==> src/hw/rtl/pid_is_pkg.sv <==
`timescale 1ns / 1ps

package pid_is_pkg;

  localparam int unsigned MEAS_W   = 16;
  localparam int unsigned GAIN_W   = 16;
  localparam int unsigned THR_W    = 17;
  localparam int unsigned ILIM_W   = 23;
  localparam int unsigned OLIM_W   = 15;
  localparam int unsigned ERR_W    = 17;
  localparam int unsigned ISUM_W   = 24;
  localparam int unsigned DERIV_W  = 18;
  localparam int unsigned SHIFT_Q  = 8;
  localparam int unsigned TERMP_W  = GAIN_W + ERR_W - SHIFT_Q;
  localparam int unsigned TERMI_W  = GAIN_W + ISUM_W - SHIFT_Q;
  localparam int unsigned TERMD_W  = GAIN_W + DERIV_W - SHIFT_Q;
  localparam int unsigned ADDR_W   = 3;
  localparam int unsigned CFG_W    = 23;

  localparam logic [THR_W-1:0]  THR_RST  = 17'd65536;
  localparam logic [ILIM_W-1:0] ILIM_RST = 23'd8388607;
  localparam logic [OLIM_W-1:0] OLIM_RST = 15'd32767;

  typedef enum logic [ADDR_W-1:0] {
    REG_GAIN_P   = 3'd0,
    REG_GAIN_I   = 3'd1,
    REG_GAIN_D   = 3'd2,
    REG_SETPOINT = 3'd3,
    REG_SEP_THR  = 3'd4,
    REG_INT_LIM  = 3'd5,
    REG_OUT_LIM  = 3'd6
  } reg_idx_t;

  typedef struct packed {
    logic signed [GAIN_W-1:0] gain_p;
    logic signed [GAIN_W-1:0] gain_i;
    logic signed [GAIN_W-1:0] gain_d;
    logic signed [MEAS_W-1:0] setpoint;
    logic [THR_W-1:0]         sep_thr;
    logic [ILIM_W-1:0]        int_lim;
    logic [OLIM_W-1:0]        out_lim;
  } cfg_t;

  // error stage result
  typedef struct packed {
    logic signed [ERR_W-1:0]   err;
    logic signed [ISUM_W-1:0]  isum;
    logic signed [DERIV_W-1:0] deriv;
  } err_stage_t;

  // scaled gain terms
  typedef struct packed {
    logic signed [TERMP_W-1:0] term_p;
    logic signed [TERMI_W-1:0] term_i;
    logic signed [TERMD_W-1:0] term_d;
  } term_stage_t;

endpackage

==> src/hw/rtl/pid_integral_separation_top.sv <==
`timescale 1ns / 1ps
// PID controller with integral separation, four register stages deep.
// Throughput: one sample per cycle unless the output stalls; the integral state loop
// closes in the error stage.
// Stalls on the output hold the whole pipeline; bubbles are absorbed stage by stage.
// Reset (rst_n low, synchronous): pipeline emptied, integral and last error cleared,
// registers back to zero gains, zero setpoint and full-scale limits.

module pid_integral_separation_top (
  input  logic                            clk,
  input  logic                            rst_n,
  input  logic                            cfg_we,
  input  logic [pid_is_pkg::ADDR_W-1:0]   cfg_addr,
  input  logic [pid_is_pkg::CFG_W-1:0]    cfg_wdata,
  input  logic                            in_tvalid,
  output logic                            in_tready,
  input  logic [15:0]                     in_tdata,   // [15:0] measurement
  output logic                            out_tvalid,
  input  logic                            out_tready,
  output logic [15:0]                     out_tdata,  // [15:0] drive
  output logic                            out_tuser   // [0] saturated
);

  pid_is_pkg::cfg_t        cfg_r;
  pid_is_pkg::err_stage_t  err_data;
  pid_is_pkg::term_stage_t term_data;
  logic                    err_valid;
  logic                    err_ready;
  logic                    term_valid;
  logic                    term_ready;
  logic signed [pid_is_pkg::MEAS_W-1:0] drive;

  always_ff @(posedge clk) begin
    if (!rst_n) begin
      cfg_r.gain_p   <= '0;
      cfg_r.gain_i   <= '0;
      cfg_r.gain_d   <= '0;
      cfg_r.setpoint <= '0;
      cfg_r.sep_thr  <= pid_is_pkg::THR_RST;
      cfg_r.int_lim  <= pid_is_pkg::ILIM_RST;
      cfg_r.out_lim  <= pid_is_pkg::OLIM_RST;
    end else if (cfg_we) begin
      unique case (pid_is_pkg::reg_idx_t'(cfg_addr))
        pid_is_pkg::REG_GAIN_P:   cfg_r.gain_p   <= cfg_wdata[pid_is_pkg::GAIN_W-1:0];
        pid_is_pkg::REG_GAIN_I:   cfg_r.gain_i   <= cfg_wdata[pid_is_pkg::GAIN_W-1:0];
        pid_is_pkg::REG_GAIN_D:   cfg_r.gain_d   <= cfg_wdata[pid_is_pkg::GAIN_W-1:0];
        pid_is_pkg::REG_SETPOINT: cfg_r.setpoint <= cfg_wdata[pid_is_pkg::MEAS_W-1:0];
        pid_is_pkg::REG_SEP_THR:  cfg_r.sep_thr  <= cfg_wdata[pid_is_pkg::THR_W-1:0];
        pid_is_pkg::REG_INT_LIM:  cfg_r.int_lim  <= cfg_wdata[pid_is_pkg::ILIM_W-1:0];
        pid_is_pkg::REG_OUT_LIM:  cfg_r.out_lim  <= cfg_wdata[pid_is_pkg::OLIM_W-1:0];
        default: ; // ignore writes beyond the register list
      endcase
    end
  end

  pid_is_front u_front (
    .clk       (clk),
    .rst_n     (rst_n),
    .cfg       (cfg_r),
    .in_valid  (in_tvalid),
    .in_ready  (in_tready),
    .in_meas   ($signed(in_tdata)),
    .out_valid (err_valid),
    .out_ready (err_ready),
    .out_data  (err_data)
  );

  pid_is_terms u_terms (
    .clk       (clk),
    .rst_n     (rst_n),
    .cfg       (cfg_r),
    .in_valid  (err_valid),
    .in_ready  (err_ready),
    .in_data   (err_data),
    .out_valid (term_valid),
    .out_ready (term_ready),
    .out_data  (term_data)
  );

  pid_is_out u_out (
    .clk       (clk),
    .rst_n     (rst_n),
    .out_lim   (cfg_r.out_lim),
    .in_valid  (term_valid),
    .in_ready  (term_ready),
    .in_data   (term_data),
    .out_valid (out_tvalid),
    .out_ready (out_tready),
    .out_drive (drive),
    .out_sat   (out_tuser)
  );

  assign out_tdata = drive;

endmodule

==> src/hw/rtl/pid_is_front.sv <==
`timescale 1ns / 1ps

module pid_is_front (
  input  logic                                  clk,
  input  logic                                  rst_n,
  input  pid_is_pkg::cfg_t                      cfg,
  input  logic                                  in_valid,
  output logic                                  in_ready,
  input  logic signed [pid_is_pkg::MEAS_W-1:0]  in_meas,
  output logic                                  out_valid,
  input  logic                                  out_ready,
  output pid_is_pkg::err_stage_t                out_data
);

  localparam int unsigned SUM_W = pid_is_pkg::ISUM_W + 1;

  logic                                 meas_vld_r;
  logic signed [pid_is_pkg::MEAS_W-1:0] meas_r;
  logic                                 err_vld_r;
  pid_is_pkg::err_stage_t               err_r;
  pid_is_pkg::err_stage_t               err_nxt;
  logic signed [pid_is_pkg::ISUM_W-1:0]  error_sum_r;
  logic signed [pid_is_pkg::ERR_W-1:0]   last_error_r;

  logic                                 stage2_rdy;
  logic                                 stage1_rdy;
  logic signed [pid_is_pkg::ERR_W-1:0]  err;
  logic [pid_is_pkg::ERR_W-1:0]         mag;
  logic signed [SUM_W-1:0]              acc;
  logic signed [SUM_W-1:0]              lim;
  logic signed [pid_is_pkg::ISUM_W-1:0] isum_clamped;

  assign stage2_rdy = !err_vld_r || out_ready;
  assign stage1_rdy = !meas_vld_r || stage2_rdy;
  assign in_ready   = stage1_rdy;

  always_comb begin
    err = $signed({cfg.setpoint[pid_is_pkg::MEAS_W-1], cfg.setpoint})
        - $signed({meas_r[pid_is_pkg::MEAS_W-1], meas_r});
    mag = err[pid_is_pkg::ERR_W-1] ? pid_is_pkg::ERR_W'(-err) : err;
    acc = $signed({error_sum_r[pid_is_pkg::ISUM_W-1], error_sum_r})
        + SUM_W'(err);
    lim = $signed({{(SUM_W - pid_is_pkg::ILIM_W){1'b0}}, cfg.int_lim});
    priority if (acc > lim) begin
      isum_clamped = pid_is_pkg::ISUM_W'(lim);
    end else if (acc < -lim) begin
      isum_clamped = pid_is_pkg::ISUM_W'(-lim);
    end else begin
      isum_clamped = acc[pid_is_pkg::ISUM_W-1:0];
    end
    err_nxt.err   = err;
    // integrate only inside the separation band, otherwise drop the integral
    err_nxt.isum  = (mag < cfg.sep_thr) ? isum_clamped : '0;
    err_nxt.deriv = pid_is_pkg::DERIV_W'(err) - pid_is_pkg::DERIV_W'(last_error_r);
  end

  always_ff @(posedge clk) begin
    if (!rst_n) begin
      meas_vld_r   <= 1'b0;
      err_vld_r    <= 1'b0;
      error_sum_r  <= '0;
      last_error_r <= '0;
    end else begin
      if (stage1_rdy) begin
        meas_vld_r <= in_valid;
      end
      if (stage2_rdy) begin
        err_vld_r <= meas_vld_r;
        if (meas_vld_r) begin
          error_sum_r  <= err_nxt.isum;
          last_error_r <= err_nxt.err;
        end
      end
    end
  end

  always_ff @(posedge clk) begin
    if (stage1_rdy && in_valid) begin
      meas_r <= in_meas;
    end
    if (stage2_rdy && meas_vld_r) begin
      err_r <= err_nxt;
    end
  end

  assign out_valid = err_vld_r;
  assign out_data  = err_r;

endmodule

==> src/hw/rtl/pid_is_terms.sv <==
`timescale 1ns / 1ps

module pid_is_terms (
  input  logic                    clk,
  input  logic                    rst_n,
  input  pid_is_pkg::cfg_t        cfg,
  input  logic                    in_valid,
  output logic                    in_ready,
  input  pid_is_pkg::err_stage_t  in_data,
  output logic                    out_valid,
  input  logic                    out_ready,
  output pid_is_pkg::term_stage_t out_data
);

  localparam int unsigned PP_W = pid_is_pkg::GAIN_W + pid_is_pkg::ERR_W;
  localparam int unsigned PI_W = pid_is_pkg::GAIN_W + pid_is_pkg::ISUM_W;
  localparam int unsigned PD_W = pid_is_pkg::GAIN_W + pid_is_pkg::DERIV_W;

  logic                    term_vld_r;
  pid_is_pkg::term_stage_t term_r;
  pid_is_pkg::term_stage_t term_nxt;
  logic signed [PP_W-1:0]  prod_p;
  logic signed [PI_W-1:0]  prod_i;
  logic signed [PD_W-1:0]  prod_d;

  assign in_ready = !term_vld_r || out_ready;

  always_comb begin
    prod_p = $signed(cfg.gain_p) * $signed(in_data.err);
    prod_i = $signed(cfg.gain_i) * $signed(in_data.isum);
    prod_d = $signed(cfg.gain_d) * $signed(in_data.deriv);
    // dropping the low fraction bits rounds toward minus infinity
    term_nxt.term_p = prod_p[PP_W-1:pid_is_pkg::SHIFT_Q];
    term_nxt.term_i = prod_i[PI_W-1:pid_is_pkg::SHIFT_Q];
    term_nxt.term_d = prod_d[PD_W-1:pid_is_pkg::SHIFT_Q];
  end

  always_ff @(posedge clk) begin
    if (!rst_n) begin
      term_vld_r <= 1'b0;
    end else if (in_ready) begin
      term_vld_r <= in_valid;
    end
  end

  always_ff @(posedge clk) begin
    if (in_ready && in_valid) begin
      term_r <= term_nxt;
    end
  end

  assign out_valid = term_vld_r;
  assign out_data  = term_r;

endmodule

==> src/hw/rtl/pid_is_out.sv <==
`timescale 1ns / 1ps

module pid_is_out (
  input  logic                                  clk,
  input  logic                                  rst_n,
  input  logic [pid_is_pkg::OLIM_W-1:0]         out_lim,
  input  logic                                  in_valid,
  output logic                                  in_ready,
  input  pid_is_pkg::term_stage_t               in_data,
  output logic                                  out_valid,
  input  logic                                  out_ready,
  output logic signed [pid_is_pkg::MEAS_W-1:0]  out_drive,
  output logic                                  out_sat
);

  localparam int unsigned TOT_W = pid_is_pkg::TERMI_W + 2;

  logic                                 res_vld_r;
  logic signed [pid_is_pkg::MEAS_W-1:0] drive_r;
  logic signed [pid_is_pkg::MEAS_W-1:0] drive_nxt;
  logic                                 sat_r;
  logic                                 sat_nxt;
  logic signed [TOT_W-1:0]              total;
  logic signed [TOT_W-1:0]              lim;

  assign in_ready = !res_vld_r || out_ready;

  always_comb begin
    total = TOT_W'(in_data.term_p) + TOT_W'(in_data.term_i) + TOT_W'(in_data.term_d);
    lim   = $signed({{(TOT_W - pid_is_pkg::OLIM_W){1'b0}}, out_lim});
    priority if (total > lim) begin
      drive_nxt = pid_is_pkg::MEAS_W'(lim);
      sat_nxt   = 1'b1;
    end else if (total < -lim) begin
      drive_nxt = pid_is_pkg::MEAS_W'(-lim);
      sat_nxt   = 1'b1;
    end else begin
      drive_nxt = total[pid_is_pkg::MEAS_W-1:0];
      sat_nxt   = 1'b0;
    end
  end

  always_ff @(posedge clk) begin
    if (!rst_n) begin
      res_vld_r <= 1'b0;
    end else if (in_ready) begin
      res_vld_r <= in_valid;
    end
  end

  always_ff @(posedge clk) begin
    if (in_ready && in_valid) begin
      drive_r <= drive_nxt;
      sat_r   <= sat_nxt;
    end
  end

  assign out_valid = res_vld_r;
  assign out_drive = drive_r;
  assign out_sat   = sat_r;

endmodule

==> config.mk <==
export PLATFORM = sky130hd
export DESIGN_NAME = pid_integral_separation_top
export DESIGN_NICKNAME = d
export VERILOG_FILES = /design/src/hw/rtl/pid_is_pkg.sv /design/src/hw/rtl/pid_integral_separation_top.sv /design/src/hw/rtl/pid_is_front.sv /design/src/hw/rtl/pid_is_terms.sv /design/src/hw/rtl/pid_is_out.sv
export SDC_FILE = /design/constraint.sdc
export NUM_CORES = 2
export LEC_CHECK = 0
export BUFFER_PORTS_ARGS = -buffer_cell sky130_fd_sc_hd__buf_4
export CORE_MARGIN = 1
export CORE_UTILIZATION = 60
export CTS_CLUSTER_SIZE = 14
export DETAILED_ROUTE_END_ITERATION = 7
export GPL_ROUTABILITY_DRIVEN = 0
export HOLD_SLACK_MARGIN = 0.03
export PLACE_DENSITY_LB_ADDON = 0.1
export SYNTH_ARGS = -nofsm -noshare
export SYNTH_HDL_FRONTEND = slang
export SYNTH_SLANG_ARGS = --single-unit
==> constraint.sdc <==
create_clock -name clk -period 7.88 [get_ports clk]
set_input_delay 1.576 -clock clk [delete_from_list [all_inputs] [get_ports clk]]
set_output_delay 1.576 -clock clk [all_outputs]
set_load 0.005 [all_outputs]
* Word level (Yosys, flattened, before mapping)
Index checks and enable logic that the tools add are counted.
** Operators by class
- $add $sub $neg :: 8
- Multipliers :: 3
- Order comparisons :: 5
- Eq/ne operators :: 6
- Multiplexer cells :: 7
- Reduce and logical (&&, ||, !) cells :: 21
** Operators with widths (number)
- $mux 24 :: 3
- $mul 16x24->40 :: 1
- $add 33x26->34 :: 1
- $gt 34x16->1 :: 1
- $lt 34x34->1 :: 1
- $mul 16x18->34 :: 1
- $neg 15->34 :: 1
- $add 25x32->33 :: 1
- $mul 16x17->33 :: 1
- $add 24x17->25 :: 1
- $gt 25x24->1 :: 1
- $lt 25x25->1 :: 1
- $neg 23->25 :: 1
- $sub 17x17->18 :: 1
- $lt 17x17->1 :: 1
- $mux 17 :: 1
- $neg 17->17 :: 1
- $sub 16x16->17 :: 1
- $mux 16 :: 1
- $reduce_and 2->1 :: 8
- $mux 15 :: 1
- $eq 3x3->1 const B :: 3
- $eq 3x2->1 const B :: 2
- $logic_and 1x1->1 :: 4
- 5 further kinds :: 11
** Word-level totals
- Register bits :: 339
- Bits of input ports :: 47
- Output and inout port bits :: 19
- Logic and storage cells :: 73

* Depth between registers and ports, before layout
- Word-level depth :: 6
- Mapped depth :: 36
- Depth with buffers taken out :: 33

* Hierarchy
Synthesis repeated with hierarchy kept, for this count alone.
** Unflattened totals
- Cell total of the unflattened synthesis :: 5956
- Area total of the unflattened synthesis :: 55669.6 um2
** By module, submodules not included
- pid_is_terms :: times used 1, cells an instance 3820, area an instance 36194.7 um2, seq. area each 2512.4 um2
- pid_is_front :: times used 1, cells an instance 1052, area an instance 9459.1 um2, seq. area each 3113.0 um2
- pid_is_out :: times used 1, cells an instance 650, area an instance 5474.0 um2, seq. area each 530.5 um2
- pid_integral_separation_top :: times used 1, cells an instance 434, area an instance 4541.9 um2, seq. area each 2382.3 um2

* Worst setup path after synthesis
No wires, ideal clock.
- Kind :: input-to-reg
- Start :: input port out_tready
- End :: register u_terms.term_r (netlist bit u_terms.out_data[0]) (enable)
- Setup time :: 0.651 ns
- Arrival :: 7.680 ns
- Data required time :: 7.229 ns
- Path slack :: -0.451 ns
- Cell stages on the path :: 2
- Buffers on the path :: 0
- Path through :: nor2b_1 > a21boi_0
** Between the ends
- Word-level cells in the longest chain between the ends :: 3
** RTL lines
- from (decl) :: RTL line pid_integral_separation_top.sv:19 : input logic out_tready,
- $logic_or 1x1->1 :: RTL line pid_is_out.sv:26 : assign in_ready = !res_vld_r || out_ready;
- $logic_or 1x1->1 :: RTL line pid_is_terms.sv:26 : assign in_ready = !term_vld_r || out_ready;
- $logic_and 1x1->1 :: RTL line pid_is_terms.sv:47 : if (in_ready && in_valid) begin
- to (signal assigned) :: RTL line pid_is_terms.sv:48 : term_r <= term_nxt;
- to (decl) :: RTL line pid_is_terms.sv:20 : pid_is_pkg::term_stage_t term_r;
No other way between the ends.
A chain may end at the register's enable or synchronous reset.

==> flow_metrics.tcl <==
set metrics [dict create \
    power_frac_seq_pct 27.0 \
    critPathRequiredTime_ps 8210 \
    io-pin-count 66 \
    syn_nets 7403 \
    yosysMostFrequentCell "inv_1" \
    cts_made_buffers 43 \
    synth_area_leader_cell "fa_1" \
    ant_nets 0 \
    cp_slowest_stage_delay_ps 560 \
    setup_viol 0 \
    p_clk_share_pct 20.4 \
    crit_type "flop to flop" \
    p_sw_mw 4.44 \
    seq_area_frac_synth_pct 15.7 \
    critPathMaxFanout 12 \
    wire_per_inst_um 20.7 \
    clockBufferDepth 3 \
    crit_slowest_cell "a211oi_2" \
    fp.dieH_um 303 \
    fin_nets 7405 \
    worstHoldPathType "flop to flop" \
    antenna_found_initial 5 \
    via_per_inst 5.75 \
    holdBufCountCts 0 \
    max-vdd-ir-drop_mv 0.526 \
    critPathBufInv 2 \
    cts_resized 0 \
    clockRootBuffer "clkbuf_16" \
    setup_tns_ps 0 \
    fin_crit_ps 7510 \
    ys_types 86 \
    syn_area_um2 54300 \
    io_buffers 65 \
    syn2layout_area_growth_pct 6.42 \
    die_w_um 303 \
    grt.total_usage_pct 33.5 \
    synthDominantCellAreaShare_pct 35.9 \
    worstSkewPairLatency_ps 610 \
    synthMuxAreaShare_pct 0.689 \
    route.detailed.drc 0 \
    cp-start-kind "flop" \
    cts_max_level 2 \
    cp_top_family "compound AO/OA/AOI/OAI gates" \
    wl_um 148000 \
    grt_max_degree 86 \
    finalHoldViolCount 0 \
    post_synth_and_or_nand_nor_area_fraction_pct 15.3 \
    p_int_mw 5.38 \
    async_flop_share_pct 0 \
    multi_input_area_um2 40600 \
    arrival_ps 7840 \
    slew_headroom_pct 26.0 \
    synth-edff-count 175 \
    yosysWarnings 0 \
    core_area_um2 89100 \
    synthCells 5920 \
    power_leakage_nw 26.3 \
    postLayoutCoreUtil_pct 64.9 \
    first_pass_iters 6 \
    synth_compound_area_share_pct 8.72 \
    syn_avg_cell_area_um2 9.18 \
    rows 109 \
    dieArea_um2 91800 \
    fin_crit_sh_pct 95.3 \
    drive_gt1_share_pct 5.20 \
    cts_setup_buffers 0 \
    overflow 0 \
    slew_violations 0 \
    pwr-share-comb_pct 52.5 \
    synth_flop_cell "edfxtp_1" \
    n_fill_cell 7447 \
    grt_pass1_vias 41787 \
    synthAdderAreaFrac_pct 46.5 \
    final_cells 7123 \
    ys_ff_latch 339 \
    hpwl_um 118000 \
    register_area_um2 8540 \
    vias 40936 \
    skew_ps 25.8 \
    powerDensity_nw_per_um2 170 \
    grt_pass1_wl_um 235000 \
    fmax_mhz 133 \
    synth_area_leaders "fa_1, ha_1, edfxtp_1" \
    synth_commonest_cells "inv_1, fa_1, nand2_1, ha_1, and2_1" \
    cts.reportedPaths.clkPinSlew_ps 60 \
    tightest_slew_ps 1110 \
    cts_sinks 339 \
    synth_xor_area_share_pct 3.19 \
    start_util_pct 61.0 \
    dp.cells 7040 \
    netSwitchingFraction_pct 45.2 \
    cts_tree "yes" \
    worst_setup_path_end_kind "flop" \
    synth_top_family_by_area "adder cells" \
    status "complete, no violations" \
    drv_cap 0 \
    drt_iter0_drc 3387 \
]
-- power groups by stage --
stage | Clock, mW | Sequential [mW] | Combinational, mW
after detailed placement | 0 | 2.67 | 4.88
after global placement | 0 | 2.66 | 4.80
after floorplan | 0 | 2.35 | 3.62
after global routing | 2.09 | 2.67 | 5.67
after CTS | 2.03 | 2.64 | 4.92
final | 2.01 | 2.65 | 5.16
-- stage by stage --
step	instance area, um^2	setup slack [ps]	power [mW]	hold WS (ps)
3_5_place_dp	56300	148	7.55	448
3_3_place_gp	56300	364	7.46	442
2_1_floorplan	54300	1160	5.96	429
5_1_grt	57800	-15.8	10.4	472
6_report	57800	374	9.82	454
4_1_cts	57700	82.3	9.58	456
-- flip-flops by register name, indices dropped and copies added (netlist names) --
| name | count |
|---|---|
| u_terms.out_valid | 1 |
| cfg_r | 119 |
| u_front.out_data | 59 |
| u_front.out_valid | 1 |
| u_front.meas_r | 16 |
| u_out.out_valid | 1 |
| u_out.out_drive | 16 |
| u_out.out_sat | 1 |
| u_front.meas_vld_r | 1 |
| u_front.error_sum_r | 24 |
| u_terms.out_data | 83 |
| u_front.last_error_r | 17 |
-- layout by cell type, fill, tap and decap left out, drive strengths merged, types with 40 or more instances in the layout --
cell type  instances
a21oi            239
xor2              40
xnor2            157
nor2             231
nand2b            52
nand2            863
fa               973
o211ai            66
dfxtp            164
edfxtp           175
nor3              67
nand3             42
a21o              61
buf              183
and2             354
inv             1189
ha               463
clkbuf            61
o21ai            107
o21a              60
-- area by class of cell --
class / instances / area share (%)
repair buffers: 183 / 2.38
diodes: 2 / 0.00866
inverters: 1192 / 7.74
clock inverters: 18 / 0.348
well taps: 1165 / 2.52
flip-flops and latches: 339 / 14.8
multi-input cells: 4163 / 70.1
clock buffers: 61 / 2.11
-- cells by family after synthesis --
kind of cell | count (synthesis)
flops | 339
simple gates | 1767
mux | 32
fa+ha+maj | 1436
buf+inv | 1420
xor+xnor | 197
compound gates | 729
-- worst register-to-register path: cells and delay by family, from the launching register on --
family / cells / cell delay, ps
flip-flops: 1 / 310
XOR/XNOR: 2 / 350
AO/OA/AOI/OAI: 15 / 4150
adder cells (fa/ha/maj): 4 / 1100
multiplexers: 1 / 200
AND/OR/NAND/NOR: 4 / 1020
buffers and inverters: 2 / 110
-- path summary, 6_finish.rpt --
check | startpoint | to | slack, ps | cells past startpoint
hold reg to reg | cfg_r[45] | cfg_r[45] | 450 | 2
hold / removal | cfg_r[45] | cfg_r[45] | 450 | 2
setup reg to reg | cfg_r[55] | u_front.out_data[21] | 370 | 28
setup / recovery | cfg_r[55] | u_front.out_data[21] | 370 | 28
-- layer usage --
layer  global-route usage (%)  vias to the layer above  wire length (um)
li1                         -                    18489                 -
met1                     47.3                    20513             62300
met4                     10.4                        0              4940
met3                     6.20                      274             13200
met2                     52.7                     1660             67100
met5                        0                        -                 0
Note: power is estimated with default switching activity, not from simulation.
